**config.mk**
```make
export PLATFORM = sky130hd
export DESIGN_NAME = string_bucket_hash_engine_top
export DESIGN_NICKNAME = d
export VERILOG_FILES = /design/src/rtl/sbh_pkg.sv /design/src/rtl/sbh_fifo.sv /design/src/rtl/sbh_front.sv /design/src/rtl/sbh_back.sv /design/src/rtl/string_bucket_hash_engine_top.sv
export SDC_FILE = /design/constraint.sdc
export NUM_CORES = 1
export LEC_CHECK = 0
export CAP_MARGIN = 25
export CORE_UTILIZATION = 57
export CTS_CLUSTER_SIZE = 16
export DETAILED_ROUTE_END_ITERATION = 16
export DONT_BUFFER_PORTS = 1
export MAX_ROUTING_LAYER = met4
export PLACE_DENSITY = 0.69
export SYNTH_ARGS = -nofsm -noshare
export SYNTH_HDL_FRONTEND = slang
export SYNTH_SLANG_ARGS = --single-unit
```
**constraint.sdc**
```tcl
create_clock -name clk -period 18.2 [get_ports clk]
set_input_delay 3.64 -clock clk [delete_from_list [all_inputs] [get_ports clk]]
set_output_delay 3.64 -clock clk [all_outputs]
set_load 0.05 [all_outputs]
```
**src/rtl/sbh_pkg.sv**
```systemverilog
// shared types, constants and a helper function for the string bucket hash engine
// no dependencies
`default_nettype none

package sbh_pkg;

  localparam int WORD_W = 32;
  localparam int BYTE_W = 8;
  localparam int LEN_W  = 16;
  localparam int PROD_W = 25;
  localparam int STEP_W = $clog2(WORD_W);

  localparam logic [LEN_W-1:0]  MAX_KEY_LEN = 16'hFFFF;
  localparam logic [PROD_W-1:0] XOR_MULT    = 25'd271;
  localparam int                SHIFT_33    = 5;

  localparam logic [WORD_W-1:0] TABLE_SIZE_RESET = 32'd1024;

  localparam logic [1:0] MODE_WHOLE   = 2'd0;
  localparam logic [1:0] MODE_HALF    = 2'd1;
  localparam logic [1:0] MODE_TIMES33 = 2'd2;

  localparam logic REG_HASH_MODE  = 1'b0;
  localparam logic REG_TABLE_SIZE = 1'b1;

  localparam int QUEUE_DEPTH = 2;
  localparam int QPTR_W      = (QUEUE_DEPTH > 1) ? $clog2(QUEUE_DEPTH) : 1;
  localparam int QCNT_W      = $clog2(QUEUE_DEPTH + 1);

  typedef struct packed {
    logic [WORD_W-1:0] hash;
  } sbh_job_t;

  typedef struct packed {
    logic full;
    logic empty;
  } sbh_q_status_t;

  function automatic logic [PROD_W-1:0] times_xor_mult(input logic [LEN_W-1:0] x);
    return PROD_W'(x) * XOR_MULT;
  endfunction

endpackage

`default_nettype wire

```
**src/rtl/sbh_fifo.sv**
```systemverilog
// short queue of finished key hashes between front and back
// depends on sbh_pkg
`default_nettype none

module sbh_fifo
  import sbh_pkg::*;
(
  input  wire logic          clk,
  input  wire logic          rst,
  input  wire logic          push,
  input  wire sbh_job_t      push_job,
  input  wire logic          pop,
  output sbh_job_t           pop_job,
  output sbh_q_status_t      status
);

  sbh_job_t          mem [QUEUE_DEPTH];
  logic [QPTR_W-1:0] wr_ptr;
  logic [QPTR_W-1:0] rd_ptr;
  logic [QCNT_W-1:0] count;

  assign status.full  = (count == QCNT_W'(QUEUE_DEPTH));
  assign status.empty = (count == '0);
  assign pop_job      = mem[rd_ptr];

  always_ff @(posedge clk) begin
    if (push) begin
      mem[wr_ptr] <= push_job;
    end
  end

  always_ff @(posedge clk) begin
    if (rst) begin
      wr_ptr <= '0;
      rd_ptr <= '0;
      count  <= '0;
    end else begin
      if (push) begin
        wr_ptr <= (wr_ptr == QPTR_W'(QUEUE_DEPTH - 1)) ? '0 : wr_ptr + 1'b1;
      end
      if (pop) begin
        rd_ptr <= (rd_ptr == QPTR_W'(QUEUE_DEPTH - 1)) ? '0 : rd_ptr + 1'b1;
      end
      case ({push, pop})
        2'b10:   count <= count + 1'b1;
        2'b01:   count <= count - 1'b1;
        default: count <= count;
      endcase
    end
  end

`ifndef SYNTHESIS
  a_no_overflow: assert property (@(posedge clk) disable iff (rst)
    push |-> !status.full)
    else $error("hash queue written while full");

  a_no_underflow: assert property (@(posedge clk) disable iff (rst)
    pop |-> !status.empty)
    else $error("hash queue read while empty");
`endif

endmodule

`default_nettype wire

```
**src/rtl/sbh_front.sv**
```systemverilog
// byte intake: running hash per key, final length term (whole and half modes), push to queue
// depends on sbh_pkg
`default_nettype none

module sbh_front
  import sbh_pkg::*;
(
  input  wire logic              clk,
  input  wire logic              rst,
  input  wire logic [1:0]        hash_mode,
  input  wire logic              key_valid,
  output logic                   key_ready,
  input  wire logic [BYTE_W-1:0] key_byte,
  input  wire logic [LEN_W-1:0]  key_length,
  input  wire logic              last_byte,
  input  wire sbh_q_status_t     q_status,
  output logic                   push,
  output sbh_job_t               push_job
);

  logic [WORD_W-1:0] acc;
  logic [LEN_W-1:0]  pos;
  logic [WORD_W-1:0] acc_next;
  logic [LEN_W-1:0]  pos_next;
  logic [WORD_W-1:0] hash_final;
  logic [PROD_W-1:0] byte_prod;
  logic              accept;

  assign key_ready = !q_status.full;
  assign accept    = key_valid && key_ready;
  assign push      = accept && last_byte;
  assign byte_prod = times_xor_mult(LEN_W'(key_byte));
  assign pos_next  = (pos == MAX_KEY_LEN) ? pos : pos + 1'b1;

  always_comb begin
    case (hash_mode)
      MODE_WHOLE: begin
        acc_next   = acc ^ WORD_W'(byte_prod);
        hash_final = acc_next ^ WORD_W'(times_xor_mult(pos_next));
      end
      MODE_HALF: begin
        acc_next   = (pos >= (key_length >> 1)) ? (acc ^ WORD_W'(byte_prod)) : acc;
        hash_final = acc_next ^ WORD_W'(times_xor_mult(key_length));
      end
      default: begin
        acc_next   = (acc << SHIFT_33) + acc + WORD_W'(key_byte);
        hash_final = acc_next;
      end
    endcase
  end

  assign push_job.hash = hash_final;

  always_ff @(posedge clk) begin
    if (rst) begin
      acc <= '0;
      pos <= '0;
    end else if (accept) begin
      if (last_byte) begin
        acc <= '0;
        pos <= '0;
      end else begin
        acc <= acc_next;
        pos <= pos_next;
      end
    end
  end

`ifndef SYNTHESIS
  a_pos_advances: assert property (@(posedge clk) disable iff (rst)
    (accept && !last_byte) |=> (pos != '0))
    else $error("byte position failed to advance inside a key");
`endif

endmodule

`default_nettype wire

```
**src/rtl/sbh_back.sv**
```systemverilog
// bucket reduction: bit-serial restoring modulo and output register
// depends on sbh_pkg
`default_nettype none

module sbh_back
  import sbh_pkg::*;
(
  input  wire logic              clk,
  input  wire logic              rst,
  input  wire logic [WORD_W-1:0] table_size,
  input  wire sbh_q_status_t     q_status,
  input  wire sbh_job_t          pop_job,
  output logic                   pop,
  output logic                   bucket_valid,
  input  wire logic              bucket_ready,
  output logic [WORD_W-1:0]      bucket_index
);

  typedef enum logic [1:0] {
    ST_IDLE,
    ST_RUN,
    ST_FINISH
  } state_t;

  state_t            state;
  logic [WORD_W-1:0] dvd;
  logic [WORD_W-1:0] div;
  logic [WORD_W-1:0] rem;
  logic [STEP_W-1:0] cnt;
  logic [WORD_W:0]   shifted;
  logic [WORD_W:0]   diff;
  logic [WORD_W-1:0] rem_next;
  logic              out_free;

  assign pop      = (state == ST_IDLE) && !q_status.empty;
  assign out_free = !bucket_valid || bucket_ready;
  assign shifted  = {rem, dvd[WORD_W-1]};
  assign diff     = shifted - {1'b0, div};
  assign rem_next = diff[WORD_W] ? shifted[WORD_W-1:0] : diff[WORD_W-1:0];

  always_ff @(posedge clk) begin
    if (rst) begin
      state        <= ST_IDLE;
      cnt          <= '0;
      bucket_valid <= 1'b0;
    end else begin
      case (state)
        ST_IDLE: begin
          if (pop) begin
            dvd <= pop_job.hash;
            div <= table_size;
            cnt <= '0;
            if (table_size == '0) begin
              rem   <= pop_job.hash;
              state <= ST_FINISH;
            end else begin
              rem   <= '0;
              state <= ST_RUN;
            end
          end
        end
        ST_RUN: begin
          rem <= rem_next;
          dvd <= dvd << 1;
          cnt <= cnt + 1'b1;
          if (cnt == STEP_W'(WORD_W - 1)) begin
            state <= ST_FINISH;
          end
        end
        ST_FINISH: begin
          if (out_free) begin
            bucket_index <= rem;
            state        <= ST_IDLE;
          end
        end
        default: begin
          state <= ST_IDLE;
        end
      endcase
      if (state == ST_FINISH && out_free) begin
        bucket_valid <= 1'b1;
      end else if (bucket_ready) begin
        bucket_valid <= 1'b0;
      end
    end
  end

`ifndef SYNTHESIS
  a_rem_below_div: assert property (@(posedge clk) disable iff (rst)
    (state == ST_RUN) |-> (rem < div))
    else $error("partial remainder not below divisor");

  a_finish_loads: assert property (@(posedge clk) disable iff (rst)
    (state == ST_FINISH && out_free) |=> (bucket_valid && state == ST_IDLE))
    else $error("finished result not loaded into output register");
`endif

endmodule

`default_nettype wire

```
**src/rtl/string_bucket_hash_engine_top.sv**
```systemverilog
// string bucket hash engine top level: config registers, front, queue, back
// depends on sbh_pkg, sbh_front, sbh_fifo, sbh_back
//
//  channel   signals                                         dir
//  key       key_valid key_ready key_byte key_length last_byte in
//  bucket    bucket_valid bucket_ready bucket_index          out
//  cfg       cfg_we cfg_index cfg_data                       in
//
// key bytes are taken one per cycle while key_ready is high; the running hash updates in the same cycle
// a key's last byte queues its hash; the back end reduces one hash at a time (load, bit-serial
// modulo, output), so a stream of short keys can fill the queue
// key_ready drops only while the two-entry queue is full
// synchronous reset clears mode to 0, table size to 1024 and all control state
`default_nettype none

module string_bucket_hash_engine_top
  import sbh_pkg::*;
(
  input  wire logic              clk,
  input  wire logic              rst,
  input  wire logic              key_valid,
  output logic                   key_ready,
  input  wire logic [BYTE_W-1:0] key_byte,
  input  wire logic [LEN_W-1:0]  key_length,
  input  wire logic              last_byte,
  output logic                   bucket_valid,
  input  wire logic              bucket_ready,
  output logic [WORD_W-1:0]      bucket_index,
  input  wire logic              cfg_we,
  input  wire logic              cfg_index,
  input  wire logic [WORD_W-1:0] cfg_data
);

  logic [1:0]        hash_mode;
  logic [WORD_W-1:0] table_size;
  logic              push;
  logic              pop;
  sbh_job_t          push_job;
  sbh_job_t          pop_job;
  sbh_q_status_t     q_status;

  always_ff @(posedge clk) begin
    if (rst) begin
      hash_mode  <= MODE_WHOLE;
      table_size <= TABLE_SIZE_RESET;
    end else if (cfg_we) begin
      case (cfg_index)
        REG_HASH_MODE:  hash_mode  <= cfg_data[1:0];
        REG_TABLE_SIZE: table_size <= cfg_data;
        default:        hash_mode  <= hash_mode;
      endcase
    end
  end

  sbh_front u_front (
    .clk        (clk),
    .rst        (rst),
    .hash_mode  (hash_mode),
    .key_valid  (key_valid),
    .key_ready  (key_ready),
    .key_byte   (key_byte),
    .key_length (key_length),
    .last_byte  (last_byte),
    .q_status   (q_status),
    .push       (push),
    .push_job   (push_job)
  );

  sbh_fifo u_fifo (
    .clk      (clk),
    .rst      (rst),
    .push     (push),
    .push_job (push_job),
    .pop      (pop),
    .pop_job  (pop_job),
    .status   (q_status)
  );

  sbh_back u_back (
    .clk          (clk),
    .rst          (rst),
    .table_size   (table_size),
    .q_status     (q_status),
    .pop_job      (pop_job),
    .pop          (pop),
    .bucket_valid (bucket_valid),
    .bucket_ready (bucket_ready),
    .bucket_index (bucket_index)
  );

endmodule

`default_nettype wire

```
==> Implementation_results.wiki <==
{| class="wikitable"
! Metric !! Value
|-
| Result of the run || complete, no violations
|-
| Std-Cell Core Area || 0.0387 mm2
|-
| Share of final-layout standard cells stronger than drive strength 1 || 5.33%
|-
| Area growth syn-to-layout || 7.50%
|-
| Most Crowded Layer GR || met2
|-
| Maximum clock path buffer count || 3
|-
| Per-cell via count in the routed design || 5.93
|-
| Initial Util || 57.9%
|-
| Path depth of the worst reg2reg path || 26
|-
| Rows || 72
|-
| Nets || 2700
|-
| Max-cap violation count || 0
|-
| R2R Setup Slk || 10320 ps
|-
| End-of-flow core utilization || 62.2%
|-
| Maximum level of the CTS H-tree || 2
|-
| Share of synthesized cell area in and, or, nand and nor gates || 10.4%
|-
| Global Route met1 Usage || 35.1%
|-
| Worst vdd ir || 73.2 uV
|-
| Mux share of post-synthesis cell area || 3.80%
|-
| Headroom to the max-slew limit || 32.1%
|-
| TritonCTS clock tree || yes
|-
| Kind of start point of the critical path || flop
|-
| Post-synthesis cell type with the largest combined area || edfxtp_1
|-
| Worst clock skew on the final layout || 17.0 ps
|-
| Sinks on the clock net || 287
|-
| Average wire length per cell after detail routing || 20.2 um
|-
| Total wire length after detailed routing || 57.1 mm
|-
| Synth cell types || 77
|-
| Cell depth of the worst min-delay path || 0
|-
| Data arrival at the endpoint of the critical path || 8180 ps
|-
| Class of the worst hold path || flop to flop
|-
| Critical Path End Type || flop
|-
| Hold-fix buffer count after cts || 0
|-
| CTS clk-pin slew, worst paths || 60 ps
|-
| Final critical delay including setup and external delays || 7880 ps
|-
| Power share of the combinational group || 47.2%
|-
| Dominant synthesized flop cell || edfxtp_1
|-
| RR Startpoint || u_front.pos[3]
|-
| Total routing resource utilization after global routing || 29.2%
|-
| Synthesized flop and latch total || 287
|-
| Synth area leaders || edfxtp_1, ha_1, dfxtp_1, fa_1, xnor2_1
|-
| Fraction of the mapped netlist area in compound gates || 15.5%
|-
| Finished layout cell area || 0.0241 mm2
|-
| Leak Pwr || 0.0108 uW
|-
| Quantity of gates resized following cts || 0
|-
| Power per Cell Area || 130 mW/mm2
|-
| Peak fanout along the critical path || 10
|-
| Area share of fa/ha/maj cells after synthesis || 22.7%
|-
| Hold Violations, Final || 0
|-
| Global-route met2 utilization || 49.4%
|-
| Die X || 200 um
|-
| Initial antenna violation count || 1
|-
| Kind of critical path || flop to flop
|-
| Clk Tree Root Cell || clkbuf_16
|-
| Part of the total power dissipated in sequential elements || 31.3%
|-
| Port Buf Inserts || 0
|-
| Cell types with the highest counts after synthesis || ha_1, inv_1, edfxtp_1
|-
| Clock latency reported for the late side of the worst-skew pair || 550 ps
|-
| First drt pass iteration count || 5
|-
| Avg Cell Area, Syn || 9.75 um2
|-
| Post-synthesis instance area || 0.0224 mm2
|-
| Largest family of logic cells by synthesized area || adder cells
|-
| Number of warnings reported in the yosys synthesis log || 0
|-
| Slew at the pin closest to its max-slew limit || 1020 ps
|-
| Fin. max-slew vios || 0
|-
| Largest net degree at the start of global routing || 80
|-
| CTS Buf Count || 35
|-
| Share of the clock period used by the worst path || 43.3%
|-
| Xor-xnor portion of the synthesized cell area || 7.81%
|-
| Total global routing overflow || 0
|-
| RSZ-0062 raised after global routing || false
|-
| Wire length of the first global-routing pass || 89.3 mm
|-
| Area share of the leading cell type in the synthesized netlist || 25.7%
|-
| WHS Endpoint || u_back.div[21]
|-
| Sum Neg Setup Slack || 0 ps
|-
| Post CTS Setup Buffer Count || 0
|-
| Final Wtd Congestion || 0.968
|-
| DRC || 0
|-
| Total power of the final layout || 3140 uW
|-
| Net switching share of the total power || 40.1%
|-
| Mapped Cells || 2299
|-
| Number of synthesized flops with an enable pin || 192
|-
| Start point of the worst hold path || table_size[21]
|-
| Number of nets produced by synthesis || 2717
|-
| Crit. Startpoint || u_front.pos[3]
|-
| Area of the die || 0.0401 mm2
|-
| Fmax achieved || 0.127 GHz
|-
| Total internal power || 1880 uW
|-
| Most frequent cell after synthesis || ha_1
|-
| Number of DRC violations after detailed-routing iteration 0 || 947
|-
| Setup-failing EPs final || 0
|-
| Post-synthesis sequential area ratio || 34.2%
|-
| Met3 global-route usage || 4.75%
|-
| Number of vias after detailed routing || 16772
|-
| Reported net switching power || 1260 uW
|-
| Placed Area || 0.0230 mm2
|-
| Top-level I/O count || 97
|-
| Clock network power share || 21.6%
|-
| Number of global-route vias before repair || 16622
|-
| Detailed-placement wirelength estimate || 44.0 mm
|-
| Worst R2R End || u_fifo.mem[0][22]
|-
| Post-route ant nets || 0
|-
| Data required time at the worst endpoint || 18490 ps
|-
| Post-synthesis async set-or-reset flop share || 0%
|-
| DIE HEIGHT || 200 um
|}
[area by class of cell]
type,instances,area [um2]
Multi-Input combinational cell,1693,13600
Tap cell,518,648
Fill cell,3277,14600
Clock buffer,39,912
Sequential cell,287,7670
Inverter,241,905
Antenna cell,2,5.00
Timing Repair Buffer,24,218
Clock inverter,23,193
[power groups by stage]
| stage | combinational, uW | sequential [uW] | clock (uW) |
|---|---|---|---|
| after floorplan | 1150 | 943 | 0 |
| after global placement | 1430 | 991 | 0 |
| after detailed placement | 1460 | 994 | 0 |
| after CTS | 1470 | 982 | 691 |
| after global routing | 1640 | 992 | 715 |
| final | 1480 | 982 | 678 |
[critical path: stages, from the launching register on]
cell and delay, ps:
dfxtp_1 570, and4_4 320, nand4_1 120, or2_1 330, or4_4 640, nor2b_1 210, and3_1 220, xor2_1 590
xor2_1 150, ha_1 220, a21o_1 150, ha_1 280, fa_1 480, inv_1 60, fa_1 530, inv_1 40
ha_1 370, a21oi_1 310, o21ai_0 220, nand3_1 180, and3_1 200, o31ai_1 100, o31a_1 260, maj3_4 350
xnor2_1 140, or4_1 400, and3_1 180
[flip-flops by register name (all words and copies together) (netlist names), 16 cells and up, named ones only]
name,flops
u_back.div,32
u_back.dvd,32
u_front.pos,16
u_fifo.mem,64
u_back.bucket_index,32
u_front.acc,32
u_back.rem,32
table_size,32
[logic make-up after synthesis]
| group | Yosys count |
|---|---|
| mux | 83 |
| simple gates | 512 |
| fa+ha+maj | 359 |
| xor+xnor | 200 |
| flops | 287 |
| compound gates | 539 |
| buf+inv | 319 |
[worst max path at each step]
| stage | to | slack (ps) | cells past startpoint |
|---|---|---|---|
| after detailed placement | u_fifo.mem[0][23] | 9680 | 17 |
| after global routing | u_fifo.mem[0][22] | 9970 | 26 |
| after floorplan | u_fifo.mem[0][24] | 9920 | 18 |
| after global placement | u_fifo.mem[0][23] | 9800 | 17 |
| after CTS | u_fifo.mem[1][23] | 10230 | 17 |
| final | u_fifo.mem[0][22] | 10320 | 26 |
[layer usage]
metal | vias up | wire [um]
met5 | - | 0
met4 | 0 | 2220
met3 | 125 | 3010
met2 | 459 | 27900
met1 | 8071 | 24000
li1 | 8117 | -
[per-stage QoR]
stage          setup WS, ps  hold slack, ps  instances
2_1_floorplan          9920             429       2299
3_3_place_gp           9800             443       2758
3_5_place_dp           9680             450       2761
4_1_cts               10230             463       2823
5_1_grt                9970             474       2827
6_report              10320             464       2827
[placed cells by master (no fill, tap or decap), drive strengths merged, types with 7 or more instances in the layout]
master / instances
dfxtp: 95
o21a: 15
o22ai: 27
a211oi: 15
inv: 244
a21boi: 7
nor3: 27
a22o: 12
fa: 81
a21oi: 167
or3: 9
and3: 18
or2: 9
mux2i: 66
nor2b: 15
o21bai: 19
o211ai: 11
ha: 274
o21ai: 93
buf: 23
a31oi: 13
nor2: 164
nand4: 11
nor4: 11
nand3: 42
mux2: 17
clkinv: 17
xnor2: 135
clkbuf: 40
nand2: 161
xor2: 65
a22oi: 22
a21o: 66
o31ai: 12
edfxtp: 192
nand2b: 25
Note: power is estimated with default switching activity, not from simulation.
